[src/rtl/core/desd_pkg.sv]
// Package for the DES decryption core: S-box/P tables, the key schedule
// and the initial and final permutations as functions.
// Used by desd_round and des_block_decrypt_core; depends on nothing.
package desd_pkg;

    localparam int NumRounds = 16;

    typedef logic [31:0] word_t;
    typedef logic [63:0] block_t;
    typedef word_t       sched_t [32];

    typedef word_t sbox_row_t [64];

    localparam sbox_row_t SBOX_P0 = '{
        32'h01010400,32'h00000000,32'h00010000,32'h01010404,32'h01010004,32'h00010404,32'h00000004,32'h00010000,
        32'h00000400,32'h01010400,32'h01010404,32'h00000400,32'h01000404,32'h01010004,32'h01000000,32'h00000004,
        32'h00000404,32'h01000400,32'h01000400,32'h00010400,32'h00010400,32'h01010000,32'h01010000,32'h01000404,
        32'h00010004,32'h01000004,32'h01000004,32'h00010004,32'h00000000,32'h00000404,32'h00010404,32'h01000000,
        32'h00010000,32'h01010404,32'h00000004,32'h01010000,32'h01010400,32'h01000000,32'h01000000,32'h00000400,
        32'h01010004,32'h00010000,32'h00010400,32'h01000004,32'h00000400,32'h00000004,32'h01000404,32'h00010404,
        32'h01010404,32'h00010004,32'h01010000,32'h01000404,32'h01000004,32'h00000404,32'h00010404,32'h01010400,
        32'h00000404,32'h01000400,32'h01000400,32'h00000000,32'h00010004,32'h00010400,32'h00000000,32'h01010004};
    localparam sbox_row_t SBOX_P1 = '{
        32'h80108020,32'h80008000,32'h00008000,32'h00108020,32'h00100000,32'h00000020,32'h80100020,32'h80008020,
        32'h80000020,32'h80108020,32'h80108000,32'h80000000,32'h80008000,32'h00100000,32'h00000020,32'h80100020,
        32'h00108000,32'h00100020,32'h80008020,32'h00000000,32'h80000000,32'h00008000,32'h00108020,32'h80100000,
        32'h00100020,32'h80000020,32'h00000000,32'h00108000,32'h00008020,32'h80108000,32'h80100000,32'h00008020,
        32'h00000000,32'h00108020,32'h80100020,32'h00100000,32'h80008020,32'h80100000,32'h80108000,32'h00008000,
        32'h80100000,32'h80008000,32'h00000020,32'h80108020,32'h00108020,32'h00000020,32'h00008000,32'h80000000,
        32'h00008020,32'h80108000,32'h00100000,32'h80000020,32'h00100020,32'h80008020,32'h80000020,32'h00100020,
        32'h00108000,32'h00000000,32'h80008000,32'h00008020,32'h80000000,32'h80100020,32'h80108020,32'h00108000};
    localparam sbox_row_t SBOX_P2 = '{
        32'h00000208,32'h08020200,32'h00000000,32'h08020008,32'h08000200,32'h00000000,32'h00020208,32'h08000200,
        32'h00020008,32'h08000008,32'h08000008,32'h00020000,32'h08020208,32'h00020008,32'h08020000,32'h00000208,
        32'h08000000,32'h00000008,32'h08020200,32'h00000200,32'h00020200,32'h08020000,32'h08020008,32'h00020208,
        32'h08000208,32'h00020200,32'h00020000,32'h08000208,32'h00000008,32'h08020208,32'h00000200,32'h08000000,
        32'h08020200,32'h08000000,32'h00020008,32'h00000208,32'h00020000,32'h08020200,32'h08000200,32'h00000000,
        32'h00000200,32'h00020008,32'h08020208,32'h08000200,32'h08000008,32'h00000200,32'h00000000,32'h08020008,
        32'h08000208,32'h00020000,32'h08000000,32'h08020208,32'h00000008,32'h00020208,32'h00020200,32'h08000008,
        32'h08020000,32'h08000208,32'h00000208,32'h08020000,32'h00020208,32'h00000008,32'h08020008,32'h00020200};
    localparam sbox_row_t SBOX_P3 = '{
        32'h00802001,32'h00002081,32'h00002081,32'h00000080,32'h00802080,32'h00800081,32'h00800001,32'h00002001,
        32'h00000000,32'h00802000,32'h00802000,32'h00802081,32'h00000081,32'h00000000,32'h00800080,32'h00800001,
        32'h00000001,32'h00002000,32'h00800000,32'h00802001,32'h00000080,32'h00800000,32'h00002001,32'h00002080,
        32'h00800081,32'h00000001,32'h00002080,32'h00800080,32'h00002000,32'h00802080,32'h00802081,32'h00000081,
        32'h00800080,32'h00800001,32'h00802000,32'h00802081,32'h00000081,32'h00000000,32'h00000000,32'h00802000,
        32'h00002080,32'h00800080,32'h00800081,32'h00000001,32'h00802001,32'h00002081,32'h00002081,32'h00000080,
        32'h00802081,32'h00000081,32'h00000001,32'h00002000,32'h00800001,32'h00002001,32'h00802080,32'h00800081,
        32'h00002001,32'h00002080,32'h00800000,32'h00802001,32'h00000080,32'h00800000,32'h00002000,32'h00802080};
    localparam sbox_row_t SBOX_P4 = '{
        32'h00000100,32'h02080100,32'h02080000,32'h42000100,32'h00080000,32'h00000100,32'h40000000,32'h02080000,
        32'h40080100,32'h00080000,32'h02000100,32'h40080100,32'h42000100,32'h42080000,32'h00080100,32'h40000000,
        32'h02000000,32'h40080000,32'h40080000,32'h00000000,32'h40000100,32'h42080100,32'h42080100,32'h02000100,
        32'h42080000,32'h40000100,32'h00000000,32'h42000000,32'h02080100,32'h02000000,32'h42000000,32'h00080100,
        32'h00080000,32'h42000100,32'h00000100,32'h02000000,32'h40000000,32'h02080000,32'h42000100,32'h40080100,
        32'h02000100,32'h40000000,32'h42080000,32'h02080100,32'h40080100,32'h00000100,32'h02000000,32'h42080000,
        32'h42080100,32'h00080100,32'h42000000,32'h42080100,32'h02080000,32'h00000000,32'h40080000,32'h42000000,
        32'h00080100,32'h02000100,32'h40000100,32'h00080000,32'h00000000,32'h40080000,32'h02080100,32'h40000100};
    localparam sbox_row_t SBOX_P5 = '{
        32'h20000010,32'h20400000,32'h00004000,32'h20404010,32'h20400000,32'h00000010,32'h20404010,32'h00400000,
        32'h20004000,32'h00404010,32'h00400000,32'h20000010,32'h00400010,32'h20004000,32'h20000000,32'h00004010,
        32'h00000000,32'h00400010,32'h20004010,32'h00004000,32'h00404000,32'h20004010,32'h00000010,32'h20400010,
        32'h20400010,32'h00000000,32'h00404010,32'h20404000,32'h00004010,32'h00404000,32'h20404000,32'h20000000,
        32'h20004000,32'h00000010,32'h20400010,32'h00404000,32'h20404010,32'h00400000,32'h00004010,32'h20000010,
        32'h00400000,32'h20004000,32'h20000000,32'h00004010,32'h20000010,32'h20404010,32'h00404000,32'h20400000,
        32'h00404010,32'h20404000,32'h00000000,32'h20400010,32'h00000010,32'h00004000,32'h20400000,32'h00404010,
        32'h00004000,32'h00400010,32'h20004010,32'h00000000,32'h20404000,32'h20000000,32'h00400010,32'h20004010};
    localparam sbox_row_t SBOX_P6 = '{
        32'h00200000,32'h04200002,32'h04000802,32'h00000000,32'h00000800,32'h04000802,32'h00200802,32'h04200800,
        32'h04200802,32'h00200000,32'h00000000,32'h04000002,32'h00000002,32'h04000000,32'h04200002,32'h00000802,
        32'h04000800,32'h00200802,32'h00200002,32'h04000800,32'h04000002,32'h04200000,32'h04200800,32'h00200002,
        32'h04200000,32'h00000800,32'h00000802,32'h04200802,32'h00200800,32'h00000002,32'h04000000,32'h00200800,
        32'h04000000,32'h00200800,32'h00200000,32'h04000802,32'h04000802,32'h04200002,32'h04200002,32'h00000002,
        32'h00200002,32'h04000000,32'h04000800,32'h00200000,32'h04200800,32'h00000802,32'h00200802,32'h04200800,
        32'h00000802,32'h04000002,32'h04200802,32'h04200000,32'h00200800,32'h00000000,32'h00000002,32'h04200802,
        32'h00000000,32'h00200802,32'h04200000,32'h00000800,32'h04000002,32'h04000800,32'h00000800,32'h00200002};
    localparam sbox_row_t SBOX_P7 = '{
        32'h10001040,32'h00001000,32'h00040000,32'h10041040,32'h10000000,32'h10001040,32'h00000040,32'h10000000,
        32'h00040040,32'h10040000,32'h10041040,32'h00041000,32'h10041000,32'h00041040,32'h00001000,32'h00000040,
        32'h10040000,32'h10000040,32'h10001000,32'h00001040,32'h00041000,32'h00040040,32'h10040040,32'h10041000,
        32'h00001040,32'h00000000,32'h00000000,32'h10040040,32'h10000040,32'h10001000,32'h00041040,32'h00040000,
        32'h00041040,32'h00040000,32'h10041000,32'h00001000,32'h00000040,32'h10040040,32'h00001000,32'h00041040,
        32'h10001000,32'h00000040,32'h10000040,32'h10040000,32'h10040040,32'h10000000,32'h00040000,32'h10001040,
        32'h00000000,32'h10041040,32'h00040040,32'h10000040,32'h10040000,32'h10001000,32'h10001040,32'h00000000,
        32'h10041040,32'h00041000,32'h00041000,32'h00001040,32'h00001040,32'h00040040,32'h10000000,32'h10041000};

    function automatic word_t rotr32(input word_t a, input int n);
        return (a >> n) | (a << (32 - n));
    endfunction

    function automatic word_t rotl28(input word_t a, input int n);
        return ((a << n) | (a >> (28 - n))) & 32'h0FFFFFFF;
    endfunction

    // Returns {new a, new b} after the masked bit exchange.
    function automatic logic [63:0] exch(input word_t a, input word_t b,
                                         input int s, input word_t m);
        word_t t;
        t = ((a >> s) ^ b) & m;
        return {a ^ (t << s), b ^ t};
    endfunction

    function automatic sched_t key_schedule(input block_t key);
        word_t c, d, t;
        logic [63:0] p;
        sched_t rk;
        int n;
        c = key[63:32];
        d = key[31:0];
        p = exch(c, d, 4, 32'h0F0F0F0F);  c = p[63:32]; d = p[31:0];
        p = exch(d, c, 16, 32'h0000FFFF); d = p[63:32]; c = p[31:0];
        p = exch(c, d, 2, 32'h33333333);  c = p[63:32]; d = p[31:0];
        p = exch(d, c, 16, 32'h0000FFFF); d = p[63:32]; c = p[31:0];
        p = exch(c, d, 1, 32'h55555555);  c = p[63:32]; d = p[31:0];
        p = exch(d, c, 8, 32'h00FF00FF);  d = p[63:32]; c = p[31:0];
        p = exch(c, d, 1, 32'h55555555);  c = p[63:32]; d = p[31:0];
        t = (c << 8) | ((d >> 20) & 32'h000000F0);
        c = ((d << 20) & 32'h0FF00000) | ((d << 4) & 32'h000FF000) |
            ((d >> 12) & 32'h00000FF0) | ((d >> 28) & 32'h0000000F);
        d = t >> 4;
        for (int r = 0; r < NumRounds; r++) begin
            n = (r == 0 || r == 1 || r == 8 || r == 15) ? 1 : 2;
            c = rotl28(c, n);
            d = rotl28(d, n);
            rk[2*r] =
                ((c << 4) & 32'h24000000) | ((c << 28) & 32'h10000000) |
                ((c << 14) & 32'h08000000) | ((c << 18) & 32'h02080000) |
                ((c << 6) & 32'h01000000) | ((c << 9) & 32'h00200000) |
                ((c >> 1) & 32'h00100000) | ((c << 10) & 32'h00040000) |
                ((c << 2) & 32'h00020000) | ((c >> 10) & 32'h00010000) |
                ((d >> 13) & 32'h00002000) | ((d >> 4) & 32'h00001000) |
                ((d << 6) & 32'h00000800) | ((d >> 1) & 32'h00000400) |
                ((d >> 14) & 32'h00000200) | (d & 32'h00000100) |
                ((d >> 5) & 32'h00000020) | ((d >> 10) & 32'h00000010) |
                ((d >> 3) & 32'h00000008) | ((d >> 18) & 32'h00000004) |
                ((d >> 26) & 32'h00000002) | ((d >> 24) & 32'h00000001);
            rk[2*r+1] =
                ((c << 15) & 32'h20000000) | ((c << 17) & 32'h10000000) |
                ((c << 10) & 32'h08000000) | ((c << 22) & 32'h04000000) |
                ((c >> 2) & 32'h02000000) | ((c << 1) & 32'h01000000) |
                ((c << 16) & 32'h00200000) | ((c << 11) & 32'h00100000) |
                ((c << 3) & 32'h00080000) | ((c >> 6) & 32'h00040000) |
                ((c << 15) & 32'h00020000) | ((c >> 4) & 32'h00010000) |
                ((d >> 2) & 32'h00002000) | ((d << 8) & 32'h00001000) |
                ((d >> 14) & 32'h00000808) | ((d >> 9) & 32'h00000400) |
                (d & 32'h00000200) | ((d << 7) & 32'h00000100) |
                ((d >> 7) & 32'h00000020) | ((d >> 3) & 32'h00000011) |
                ((d << 2) & 32'h00000004) | ((d >> 21) & 32'h00000002);
        end
        return rk;
    endfunction

    // Initial permutation; returns {hi, lo}, both pre-rotated left by one.
    function automatic block_t init_perm(input block_t blk);
        word_t hi, lo;
        logic [63:0] p;
        hi = blk[63:32];
        lo = blk[31:0];
        p = exch(hi, lo, 4, 32'h0F0F0F0F);  hi = p[63:32]; lo = p[31:0];
        p = exch(hi, lo, 16, 32'h0000FFFF); hi = p[63:32]; lo = p[31:0];
        p = exch(lo, hi, 2, 32'h33333333);  lo = p[63:32]; hi = p[31:0];
        p = exch(lo, hi, 8, 32'h00FF00FF);  lo = p[63:32]; hi = p[31:0];
        p = exch(hi, lo, 1, 32'h55555555);  hi = p[63:32]; lo = p[31:0];
        return {rotr32(hi, 31), rotr32(lo, 31)};
    endfunction

    // Final permutation of {hi, lo} after the last round.
    function automatic block_t final_perm(input block_t st);
        word_t hi, lo;
        logic [63:0] p;
        hi = rotr32(st[63:32], 1);
        lo = rotr32(st[31:0], 1);
        p = exch(lo, hi, 1, 32'h55555555);  lo = p[63:32]; hi = p[31:0];
        p = exch(hi, lo, 8, 32'h00FF00FF);  hi = p[63:32]; lo = p[31:0];
        p = exch(hi, lo, 2, 32'h33333333);  hi = p[63:32]; lo = p[31:0];
        p = exch(lo, hi, 16, 32'h0000FFFF); lo = p[63:32]; hi = p[31:0];
        p = exch(lo, hi, 4, 32'h0F0F0F0F);  lo = p[63:32]; hi = p[31:0];
        return {lo, hi};
    endfunction

endpackage

[src/rtl/core/desd_round.sv]
// One Feistel round of the DES decryption pipeline with its stage register.
// Depends on desd_pkg for the merged S-box/P tables.
module desd_round (
    input  logic               aclk,
    input  logic               aresetn,
    input  logic               advance,
    input  logic               in_valid,
    input  desd_pkg::block_t   in_state,
    input  desd_pkg::word_t    key_even,
    input  desd_pkg::word_t    key_odd,
    output logic               out_valid,
    output desd_pkg::block_t   out_state
);

    desd_pkg::word_t hi, lo, ta, tb, f_val;
    logic             valid_reg;
    desd_pkg::block_t state_reg;

    always_comb begin
        hi = in_state[63:32];
        lo = in_state[31:0];
        ta = lo ^ key_even;
        tb = desd_pkg::rotr32(lo, 4) ^ key_odd;
        f_val = desd_pkg::SBOX_P1[ta[29:24]] ^ desd_pkg::SBOX_P3[ta[21:16]] ^
                desd_pkg::SBOX_P5[ta[13:8]]  ^ desd_pkg::SBOX_P7[ta[5:0]] ^
                desd_pkg::SBOX_P0[tb[29:24]] ^ desd_pkg::SBOX_P2[tb[21:16]] ^
                desd_pkg::SBOX_P4[tb[13:8]]  ^ desd_pkg::SBOX_P6[tb[5:0]];
    end

    always_ff @(posedge aclk) begin
        if (!aresetn) begin
            valid_reg <= 1'b0;
        end else if (advance) begin
            valid_reg <= in_valid;
        end
        if (advance) begin
            state_reg <= {lo, hi ^ f_val};
        end
    end

    assign out_valid = valid_reg;
    assign out_state = state_reg;

endmodule

[config.mk]
export PLATFORM = sky130hd
export DESIGN_NAME = desd_round
export DESIGN_NICKNAME = d
export VERILOG_FILES = /design/src/rtl/core/desd_pkg.sv /design/src/rtl/core/desd_round.sv
export SDC_FILE = /design/constraint.sdc
export NUM_CORES = 1
export LEC_CHECK = 0
export BUFFER_PORTS_ARGS = -buffer_cell sky130_fd_sc_hd__buf_2
export CORE_MARGIN = 3
export CORE_UTILIZATION = 50
export CTS_CLUSTER_DIAMETER = 50
export DETAILED_ROUTE_END_ITERATION = 10
export PLACE_DENSITY_LB_ADDON = 0.2
export RECOVER_POWER = 50
export SLEW_MARGIN = 20
export SYNTH_ARGS = -nofsm -noshare
export SYNTH_HDL_FRONTEND = slang
export SYNTH_SLANG_ARGS = --single-unit
[constraint.sdc]
create_clock -name aclk -period 2.6 [get_ports aclk]
set_input_delay 0.26 -clock aclk [delete_from_list [all_inputs] [get_ports aclk]]
set_output_delay 0.26 -clock aclk [all_outputs]
set_load 0.02 [all_outputs]
# ---- Word-level counts from Yosys, hierarchy flattened
# Memories as Yosys holds them, arrays and structs flattened.
# Cells that the tools add are included.
dict set report totals {
  register_bits 65
  mem_bits_ro 16384
  input_bits 132
  wordCells 53
  memories 8
}
dict set report classes {
  n_lt_le_gt_ge 8
  muxes 16
  bitwise_logic 19
}
# memory words width read_ports rd_ports_with_merged_regs wr line_no
set memory_table {}
lappend memory_table {{(no name shown)} 64 32 1 0 0 desd_round.sv:27} ;# desd_pkg::SBOX_P4[tb[13:8]] ^ desd_pkg::SBOX_P6[tb[5:0]];
lappend memory_table {{(no name shown)} 64 32 1 0 0 desd_round.sv:27}
lappend memory_table {{(no name shown)} 64 32 1 0 0 desd_round.sv:26} ;# desd_pkg::SBOX_P0[tb[29:24]] ^ desd_pkg::SBOX_P2[tb[21:16]] ^
lappend memory_table {{(no name shown)} 64 32 1 0 0 desd_round.sv:26}
lappend memory_table {{(no name shown)} 64 32 1 0 0 desd_round.sv:25} ;# desd_pkg::SBOX_P5[ta[13:8]] ^ desd_pkg::SBOX_P7[ta[5:0]] ^
lappend memory_table {{(no name shown)} 64 32 1 0 0 desd_round.sv:25}
lappend memory_table {{2 more memories} - - - - - -}
# cell n
set op_table {}
lappend op_table {{32-bit 2-to-1 mux} 16}
lappend op_table {{32-bit XOR} 8}
lappend op_table {{30-bit XOR} 2}
lappend op_table {{7-bit greater-or-equal comparator (second input constant)} 8}
lappend op_table {{6-bit NOT with 7-bit output} 8}
lappend op_table {{28-bit by 30-bit OR with 30-bit output} 1}

# ---- Longest topological paths before layout
# Gate-level depths: netlist (run 1).
dict set report logic_depth {
  word_depth 13
  ltp_mapped 10
  depth_no_buf 9
}

# ---- Worst setup path after synthesis (run 1)
# Ideal clock, no wire load.
dict set report synth_timing {
  path_type {in2reg}
  startpoint {in key_odd[25]}
  endpoint {reg state_reg[16] (netlist: out_state[16]), data pin}
  setup_time_ns 0.269
  arrival_ns 2.254
  t_required_ns 2.331
  path_slack_ns 0.077
  stages 9
  cell_sequence {xnor2_1 -> inv_1 -> ha_1 -> clkbuf_1 -> xnor2_1 -> mux4_2 -> nand2_1 -> o31ai_1 -> xor2_1}
}
dict set report synth_between {
  elab_chain_len 10
}
# item line_no
set synth_lines {}
lappend synth_lines {{start: declaration} desd_round.sv:10} ;# input desd_pkg::word_t key_odd,
lappend synth_lines {{30-bit XOR} desd_round.sv:23} ;# tb = desd_pkg::rotr32(lo, 4) ^ key_odd;
lappend synth_lines {{6-bit NOT with 7-bit output (implied by the code)} desd_round.sv:26}
lappend synth_lines {{memory 64 x 32 bit} -}
lappend synth_lines {{32-bit 2-to-1 mux (implied by the code) (2 in series)} desd_round.sv:26}
lappend synth_lines {{32-bit XOR} desd_round.sv:25}
lappend synth_lines {{32-bit XOR (2 in series)} desd_round.sv:26}
lappend synth_lines {{32-bit XOR} desd_round.sv:27}
lappend synth_lines {{32-bit XOR} desd_round.sv:37} ;# state_reg <= {lo, hi ^ f_val};
lappend synth_lines {{end signal: assignment} desd_round.sv:37}
lappend synth_lines {{end: declaration} desd_round.sv:17} ;# desd_pkg::block_t state_reg;
# No other way between the ends. The select of a mux whose other input is x is not followed.
# A chain may end at the register's enable or synchronous reset.

# ---- Worst setup path in the final report (run 1)
dict set report layout_timing {
  startpoint {in in_state[17]}
  endpoint {reg state_reg[0] (netlist: out_state[0]), data pin}
}
dict set report layout_between {
  elab_chain_len 13
  elab_cells_between_ends 19
  cone_classes {4 x mux; 13 x bitwise; 2 x memory}
}
# item line_no
set layout_lines {}
lappend layout_lines {{start: declaration} desd_round.sv:8} ;# input desd_pkg::block_t in_state,
lappend layout_lines {{30-bit XOR} desd_round.sv:22} ;# ta = lo ^ key_even;
lappend layout_lines {{6-bit NOT with 7-bit output (implied by the code)} desd_round.sv:24} ;# f_val = desd_pkg::SBOX_P1[ta[29:24]] ^ desd_pkg::SBOX_P3[ta[21:16]] ^
lappend layout_lines {{memory 64 x 32 bit} -}
lappend layout_lines {{32-bit 2-to-1 mux (implied by the code) (2 in series)} desd_round.sv:24}
lappend layout_lines {{32-bit XOR (2 in series)} desd_round.sv:24}
lappend layout_lines {{32-bit XOR (2 in series)} desd_round.sv:25}
lappend layout_lines {{32-bit XOR} desd_round.sv:26}
lappend layout_lines {{32-bit XOR (*)} desd_round.sv:26}
lappend layout_lines {{32-bit XOR (*)} desd_round.sv:27}
lappend layout_lines {{32-bit XOR (*)} desd_round.sv:37}
# Every way passes the cells marked *; elsewhere a longest branch is shown, timed or not. The select of a mux whose other input is x is not followed.

==> impl_metrics.json, run 1 <==
{
  "vias": 7102,
  "port_buffers": 180,
  "cts_made_buffers": 9,
  "start_util_pct": 51.64,
  "syn_area_per_cell_um2": 9.597,
  "worstPathMaxFanout": 7,
  "row_count": 44,
  "seq_area_frac_synth_pct": 25.58,
  "r2r_end": "out_valid",
  "synth_fp_nets": 982,
  "synth_ff_type": "edfxtp_1",
  "crit_required_ps": 2690,
  "die_h_um": 129.2,
  "synth.distinct_cells": 65,
  "synth-edff-count": 64,
  "tns_ps": 0,
  "min_period_over_period_pct": 88.78,
  "drc": 0,
  "syn_area_um2": 7591,
  "grt_pass1_wl_um": 31450,
  "finalHoldViolations": 0,
  "cts_tree": "built",
  "antenna_found_initial": 1,
  "power_frac_comb_pct": 48.5,
  "rsz0062_at_grt": "false",
  "hold_ws_ps": 146.3,
  "ios": 197,
  "clockBufferDepth": 2,
  "crit_top_cell": "mux4_2",
  "power_density_nw_per_um2": 577.2,
  "synthCells": 791,
  "grt-busiest-layer": "met2",
  "setup_violations": 0,
  "power.internal_w": 0.003509,
  "cp_slowest_cell": "mux4_2",
  "wl_um": 19430,
  "synth.area.top_cells": "edfxtp_1, ha_1, mux4_2",
  "syn_to_final_growth_pct": 24.97,
  "r2r_slack_ps": 1990,
  "yosys.area.top_type": "edfxtp_1",
  "critical_path.max_stage_delay_ps": 480,
  "r2r_cells": 2,
  "postCtsSetupBuffers": 0,
  "die_area_um2": 16700,
  "fin_area_um2": 9487,
  "yosys_warnings": 0,
  "die_x_um": 129.2,
  "seqPwrFrac_pct": 25.6,
  "violations": "capacitance limit, slew limit",
  "cts_resized": 0,
  "maxSlewHeadroom_pct": -58.69,
  "clkSlewWorstSetupHoldPaths_ps": 50,
  "hp-class": "input port to flip-flop",
  "grt_pass1_vias": 6507,
  "timing_worst_setup_path_type": "input port to flip-flop",
  "place_area_um2": 9201,
  "fin_crit_ps": 2308,
  "post_cts_hold_buffer_count": 0,
  "nets": 1218,
  "cp-end-kind": "flip-flop",
  "hpwl_um": 14740,
  "use_met3_pct": 4.369,
  "netlist.area_leader.share_pct": 25.32,
  "gp_congestion": 0.9454,
  "core_area_um2": 14700,
  "min-delay-start": "aresetn",
  "fin_skew_ps": 0,
  "worst-slew-pin-transition_ps": 2380,
  "grtUsageTotal_pct": 22.82,
  "p_leak_nw": 3.957,
  "overflow": 0,
  "max_freq_ghz": 0.4332,
  "grtUsageMet1_pct": 30.91,
  "grt_max_degree": 43,
  "outcome": "complete, but fails checks",
  "met2_usage_pct": 37.16,
  "final_antenna_net_count": 0,
  "maxSlewViolCount": 43,
  "cts.sinks": 65,
  "clock_latency_ps": 330,
  "switching_power_w": 0.001966,
  "path_cells": "clkbuf_1 -> xor2_2 -> inv_2 -> ha_1 -> mux4_2 -> mux4_2 -> xnor2_1",
  "clockPowerShare_pct": 25.9,
  "drt_iter0_drc": 512,
  "layout-drive-gt1-share_pct": 28.97,
  "cts-root-buf": "clkbuf_16",
  "crit_path_start_kind": "input port",
  "hold_depth": 2,
  "cp_data_arrival_time_ps": 2390,
  "peakVddDrop_mv": 0.4712,
  "first_pass_iters": 5,
  "wire_per_inst_um": 15.96,
  "r2r-start": "out_valid",
  "sw_frac_of_total_pct": 35.91,
  "synth-seq-cells": 65,
  "vias_per_cell": 5.836,
  "maxCapViolCount": 1,
  "worstHoldEndpoint": "out_valid",
  "synthArstFlopShare_pct": 0,
  "htreeDepth": 3
}
-- per-layer routing --
metal | up-vias | routed length, µm
li1 | 3454 | -
met1 | 3315 | 8561
met2 | 302 | 9083
met3 | 31 | 1408
met4 | 0 | 376
met5 | - | 0
-- kinds of logic after synthesis --
logic type      after synthesis  synth area share, %
compound gates              215                19.32
mux                          78                16.28
flops                        65                25.58
simple gates                168                9.593
buf+inv                      81                4.384
fa+ha+maj                    59                9.725
xor+xnor                    125                15.11
-- worst max path at each step --
stage                             from            end  slack [ps]  cells after the start
final                     in_state[17]   out_state[0]         290                      7
after detailed placement  in_state[28]   out_state[2]         130                      9
after CTS                 in_state[17]   out_state[0]         440                      7
after floorplan            key_odd[25]  out_state[16]          80                      9
after global routing           advance      out_valid         180                      4
after global placement    in_state[28]   out_state[2]         150                      9
-- area by class of cell --
cell class / instances / area (µm²)
Tap cell: 184 / 230.2
Timing Repair Buffer: 267 / 1504
Fill cell: 1243 / 5213
Clock buffer: 11 / 242.7
Sequential cell: 65 / 1942
Antenna cell: 1 / 2.502
Multi-Input combinational cell: 645 / 5316
Clock inverter: 5 / 102.6
Inverter: 39 / 146.4
-- worst max-delay path, delay by kind of cell --
| family | cells | cell delay [ps] |
|---|---|---|
| buf+inv | 2 | 410 |
| xor+xnor | 2 | 520 |
| mux | 2 | 940 |
| fa+ha+maj | 1 | 260 |
-- power groups by stage --
stage          Combinational [W]  Sequential [W]  Clock, W
2_1_floorplan            0.00162         0.00163         0
6_report                 0.00266         0.00140   0.00142
3_3_place_gp             0.00261         0.00141         0
4_1_cts                  0.00266         0.00140   0.00146
3_5_place_dp             0.00265         0.00142         0
5_1_grt                  0.00291         0.00142   0.00149
-- flip-flops by register name, indices dropped and copies added, names as in the netlist --
signal and flops:
out_valid 1, out_state 64
-- cells in the mapped netlist, drive strengths merged (6+ instances only) --
cell type and number:
clkbuf 34, ha 59, nor3 19, a21oi 43, a211oi 22, o2111ai 6
o211ai 19, nand2 57, a31oi 15, mux4 34, buf 8, nand3 25
o31ai 9, edfxtp 64, mux2 6, a311oi 9, mux2i 38, inv 38
xnor2 71, nor2 51, o21ai 40, xor2 54
-- through the flow --
stage | setup slack, ps | instances | power, W | util (%)
6_report | 291.8 | 1217 | 0.005476 | 64.54
5_1_grt | 177.5 | 1217 | 0.005821 | 64.54
4_1_cts | 437.9 | 1216 | 0.005515 | 64.95
3_5_place_dp | 126.3 | 1200 | 0.004067 | 62.60
3_3_place_gp | 153.0 | 1200 | 0.004024 | 62.60
2_1_floorplan | 77.24 | 791 | 0.003252 | -
-- layout by cell type, fill, tap and decap left out, types with 4 or more instances in the layout --
| cell | Yosys | final |
|---|---|---|
| a311oi_1 | 9 | 9 |
| a211oi_1 | 21 | 21 |
| nor2_1 | 51 | 51 |
| clkbuf_16 | 0 | 9 |
| nor3_1 | 19 | 19 |
| inv_2 | 4 | 4 |
| o22ai_1 | 5 | 5 |
| o31ai_1 | 9 | 9 |
| o21ai_0 | 39 | 39 |
| mux4_1 | 6 | 6 |
| a21oi_1 | 42 | 42 |
| a2111oi_0 | 4 | 4 |
| xor2_1 | 50 | 50 |
| nand2b_1 | 5 | 5 |
| buf_2 | 7 | 149 |
| mux4_2 | 28 | 28 |
| xor2_2 | 4 | 4 |
| ha_1 | 59 | 59 |
| xnor2_1 | 68 | 68 |
| o221ai_1 | 4 | 4 |
| o2111ai_1 | 6 | 6 |
| clkbuf_1 | 32 | 35 |
| o211ai_1 | 19 | 19 |
| buf_4 | 0 | 84 |
| mux2_2 | 6 | 6 |
| a221oi_1 | 5 | 5 |
| inv_1 | 34 | 34 |
| a31oi_1 | 15 | 15 |
| edfxtp_1 | 64 | 64 |
| mux2i_1 | 38 | 38 |
| nand2_1 | 57 | 57 |
| nand3_1 | 25 | 25 |
(Power assumes the default switching activity.)
==> run 2: changes to the inputs <==
CTS_CLUSTER_DIAMETER = 60   (was 50)
MAX_ROUTING_LAYER = met4   (was unset)
REMOVE_ABC_BUFFERS = 1   (was unset)
==> impl_metrics.json, run 2 (synthesis gave the netlist of run 1 again) <==
{
  "drt_iter0_drc": 641,
  "final_antenna_net_count": 0,
  "antenna_found_initial": 0,
  "first_pass_iters": 6,
  "maxSlewHeadroom_pct": -14.37,
  "ios": 197,
  "maxSlewViolCount": 66,
  "hold_ws_ps": 159.3,
  "wire_per_inst_um": 16.00,
  "die_x_um": 129.2,
  "violations": "capacitance limit, slew limit",
  "core_area_um2": 14700,
  "grt_pass1_vias": 6510,
  "crit_path_start_kind": "input port",
  "peakVddDrop_mv": 0.2866,
  "gp_congestion": 0.9113,
  "clkSlewWorstSetupHoldPaths_ps": 50,
  "overflow": 0,
  "fillers": 1268,
  "power_w": 0.005163,
  "row_count": 44,
  "vias_per_cell": 5.793,
  "postCtsSetupBuffers": 0,
  "grt_pass1_wl_um": 31520,
  "hold_depth": 2,
  "largest_register_ffs": 64,
  "cts_resized": 0,
  "seqCellArea_um2": 1942,
  "p_leak_nw": 3.967,
  "tns_ps": 0,
  "drc": 0,
  "die_area_um2": 16700,
  "finalHoldViolations": 0,
  "syn_to_final_growth_pct": 24.69,
  "max_freq_ghz": 0.4380,
  "cp_data_arrival_time_ps": 2440,
  "power_density_nw_per_um2": 545.5,
  "n_antenna_cell": 0,
  "crit_required_ps": 2760,
  "stdcell_count": 1225,
  "die_h_um": 129.2,
  "port_buffers": 180,
  "final_cell_mix": "buf_2, buf_4, xnor2_1",
  "cp-end-kind": "flip-flop",
  "worst-slew-pin-transition_ps": 1716,
  "maxCapViolCount": 1,
  "fin_skew_ps": 0,
  "grt_max_degree": 66,
  "r2r_cells": 2,
  "nets": 1227,
  "htreeDepth": 3,
  "multi_input_area_um2": 5316,
  "setup_violations": 0,
  "cts_tree": "built",
  "cts.sinks": 65,
  "cts_made_buffers": 9,
  "vias": 7097,
  "place_inst": 1209,
  "final_common_cell": "buf_2",
  "timing_worst_setup_path_type": "input port to flip-flop",
  "fin_crit_ps": 2283,
  "grtUsageTotal_pct": 23.75,
  "min_period_over_period_pct": 87.82,
  "layout-drive-gt1-share_pct": 29.39,
  "outcome": "complete, but fails checks",
  "clock_latency_ps": 330,
  "worstPathMaxFanout": 7,
  "clockBufferDepth": 2,
  "hpwl_um": 14820,
  "post_cts_hold_buffer_count": 0,
  "final_core_util_pct": 64.39,
  "start_util_pct": 51.64,
  "cts-root-buf": "clkbuf_16",
  "rsz0062_at_grt": "false",
  "wl_um": 19600,
  "hp-class": "input port to flip-flop"
}
run 2: cell count changes in the layout (fill, tap and decap cells not counted), sizes merged:
cell and change:
diode -1, clkinvlp -1, clkinv +5, bufinv -3, clkbuf -2, buf +10
run 2: worst paths after layout:
kind	from	slack [ps]	end
worst max-delay path	in_state[0]	320	out_state[18]
worst min-delay path	aresetn	160	out_valid
worst max register to register	out_valid	1980	out_valid
worst min register to register	out_valid	530	out_valid
run 2: metrics by stage:
step	setup slack, ps	area [µm²]
2_1_floorplan	-119.7	7405
3_3_place_gp	146.7	9269
3_5_place_dp	99.65	9269
4_1_cts	459.6	9523
5_1_grt	145.7	9465
6_report	316.6	9465
run 2: where the power goes:
group          switching (W)  internal, W  total [W]  leakage, nW
Sequential         0.0000355      0.00136    0.00140        0.635
Combinational        0.00149      0.00120    0.00270         3.21
Clock               0.000439     0.000628    0.00107        0.126
Total                0.00197      0.00320    0.00516         3.97
run 2: worst max-delay path, cell delays in order:
cell and delay (ps):
clkbuf_1 290, xor2_2 230, inv_2 140, ha_1 190, buf_4 130, nor2_1 60
or2_1 250, mux4_2 490, a21oi_1 190, xor2_1 220
run 2: metal layers:
metal | routed length [µm] | part of all wire [%] | track usage (%) | up-vias
li1 | - | - | - | 3466
met2 | 8989 | 46 | 36.19 | 311
met4 | 424 | 2.2 | 7.597 | 0
met5 | 0 | 0 | - | -
met3 | 1390 | 7.1 | 3.462 | 36
met1 | 8790 | 45 | 32.78 | 3284
run 2: final cells by class:
type,instances,share of cell area [%]
Tap cell,184,2.432
Inverter,39,1.547
Timing Repair Buffer,276,16.66
Clock inverter,6,0.2644
Sequential cell,65,20.52
Multi-Input combinational cell,645,56.17
Clock buffer,10,2.419
==> run 3: changes to the inputs <==
SETUP_SLACK_MARGIN = 0.5   (was unset)
==> impl_metrics.json, run 3 (synthesis gave the netlist of run 1 again) <==
{
  "final_antenna_net_count": 0,
  "min_period_over_period_pct": 85.04,
  "cts.sinks": 65,
  "drt_iter0_drc": 674,
  "max_freq_ghz": 0.4523,
  "maxSlewHeadroom_pct": -15.25,
  "start_util_pct": 51.64,
  "fin_crit_ps": 2211,
  "maxSlewViolCount": 66,
  "gp_congestion": 0.9113,
  "vias_per_cell": 5.773,
  "layout-drive-gt1-share_pct": 31.26,
  "worstPathMaxFanout": 6,
  "cts_made_buffers": 9,
  "outcome": "complete, but fails checks",
  "power_density_nw_per_um2": 541.6,
  "clock_latency_ps": 330,
  "ios": 197,
  "grtUsageTotal_pct": 23.80,
  "maxCapViolCount": 1,
  "nets": 1229,
  "worst-slew-pin-transition_ps": 1729,
  "cts-root-buf": "clkbuf_16",
  "die_x_um": 129.2,
  "setup_violations": 0,
  "timing_worst_setup_path_type": "input port to flip-flop",
  "rsz0062_at_grt": "true",
  "htreeDepth": 3,
  "violations": "capacitance limit, slew limit",
  "n_antenna_cell": 0,
  "crit_required_ps": 2760,
  "p_leak_nw": 3.987,
  "stdcell_count": 1227,
  "cp_data_arrival_time_ps": 2370,
  "place_area_um2": 9269,
  "fillers": 1254,
  "final_cell_mix": "buf_2, buf_4, xnor2_1",
  "wire_per_inst_um": 16.19,
  "fin_skew_ps": 0,
  "final_core_util_pct": 65.40,
  "vias": 7083,
  "die_h_um": 129.2,
  "core_area_um2": 14700,
  "overflow": 0,
  "clkSlewWorstSetupHoldPaths_ps": 50,
  "row_count": 44,
  "cp-end-kind": "flip-flop",
  "final_common_cell": "buf_2",
  "fin_area_um2": 9613,
  "peakVddDrop_mv": 0.2860,
  "grt_pass1_vias": 6532,
  "die_area_um2": 16700,
  "antenna_found_initial": 0,
  "drc": 0,
  "hp-class": "input port to flip-flop",
  "first_pass_iters": 5,
  "crit_path_start_kind": "input port",
  "port_buffers": 180,
  "finalHoldViolations": 0,
  "cts_tree": "built",
  "grt_max_degree": 66,
  "power_w": 0.005206,
  "wl_um": 19870,
  "largest_register_ffs": 64,
  "clockBufferDepth": 2,
  "place_inst": 1209,
  "hpwl_um": 14820,
  "syn_to_final_growth_pct": 26.64,
  "hold_ws_ps": 159.4,
  "grt_pass1_wl_um": 31570
}
run 3: cell types whose count changed in the layout (fill, tap and decap cells not counted), moves of 2 or more:
cell       previous run  this run
ha_1                 59        49
ha_2                  0        10
xor2_1               50        46
xor2_4                0         4
a2111oi_0             4         1
a2111oi_1             0         3
xnor2_1              68        66
xnor2_2               3         5
run 3: report_power, final:
group	switching [W]	total (W)	internal (W)
registers	0.0000357	0.00140	0.00136
logic	0.00151	0.00274	0.00123
clock network	0.000438	0.00107	0.000628
run 3: final timing paths:
kind              endpoint  cells past startpoint   startpoint  slack (ps)
max          out_state[18]                     10  in_state[0]         390
min              out_valid                      2      aresetn         160
max reg2reg      out_valid                      2    out_valid        1980
min reg2reg      out_valid                      2    out_valid         530
run 3: cell type report:
| type | count | area (µm²) | area share, % |
|---|---|---|---|
| flip-flops and latches | 65 | 1942 | 20.20 |
| clock buffers | 10 | 229.0 | 2.382 |
| multi-input cells | 645 | 5445 | 56.64 |
| repair buffers | 278 | 1595 | 16.60 |
| inverters | 39 | 146.4 | 1.523 |
| well taps | 184 | 230.2 | 2.395 |
| clock inverters | 6 | 25.02 | 0.2603 |
run 3: critical path: stages:
cell,delay [ps]
clkbuf_1,360
xor2_4,180
inv_2,100
ha_2,180
buf_4,120
nor2_1,60
or2_1,250
mux4_2,500
a21oi_2,150
xor2_1,210
run 3: per-layer routing:
layer,vias to the layer above,share of wire [%],track usage (%)
li1,3473,-,-
met1,3244,44,32.81
met5,-,0,-
met4,0,2.3,7.906
met3,39,7.6,3.586
met2,327,46,36.10
run 3: per-stage QoR:
step	setup WS [ps]	TNS, ps
after floorplan	-119.7	-206.8
after CTS	503.7	0
after global routing	245.0	0
after global placement	146.7	0
after detailed placement	99.65	0
final	389.1	0
run 3: what timing repair did:
| item | 4_1_cts | 5_1_grt |
|---|---|---|
| gates resized for setup | 5 | 25 |
| hold buffers | 0 | 0 |
| setup buffers | 0 | 2 |
| pin swaps | 0 | 4 |
| endpoints found under the hold margin | 0 | 0 |
| setup endpoints to repair | 4 | 19 |
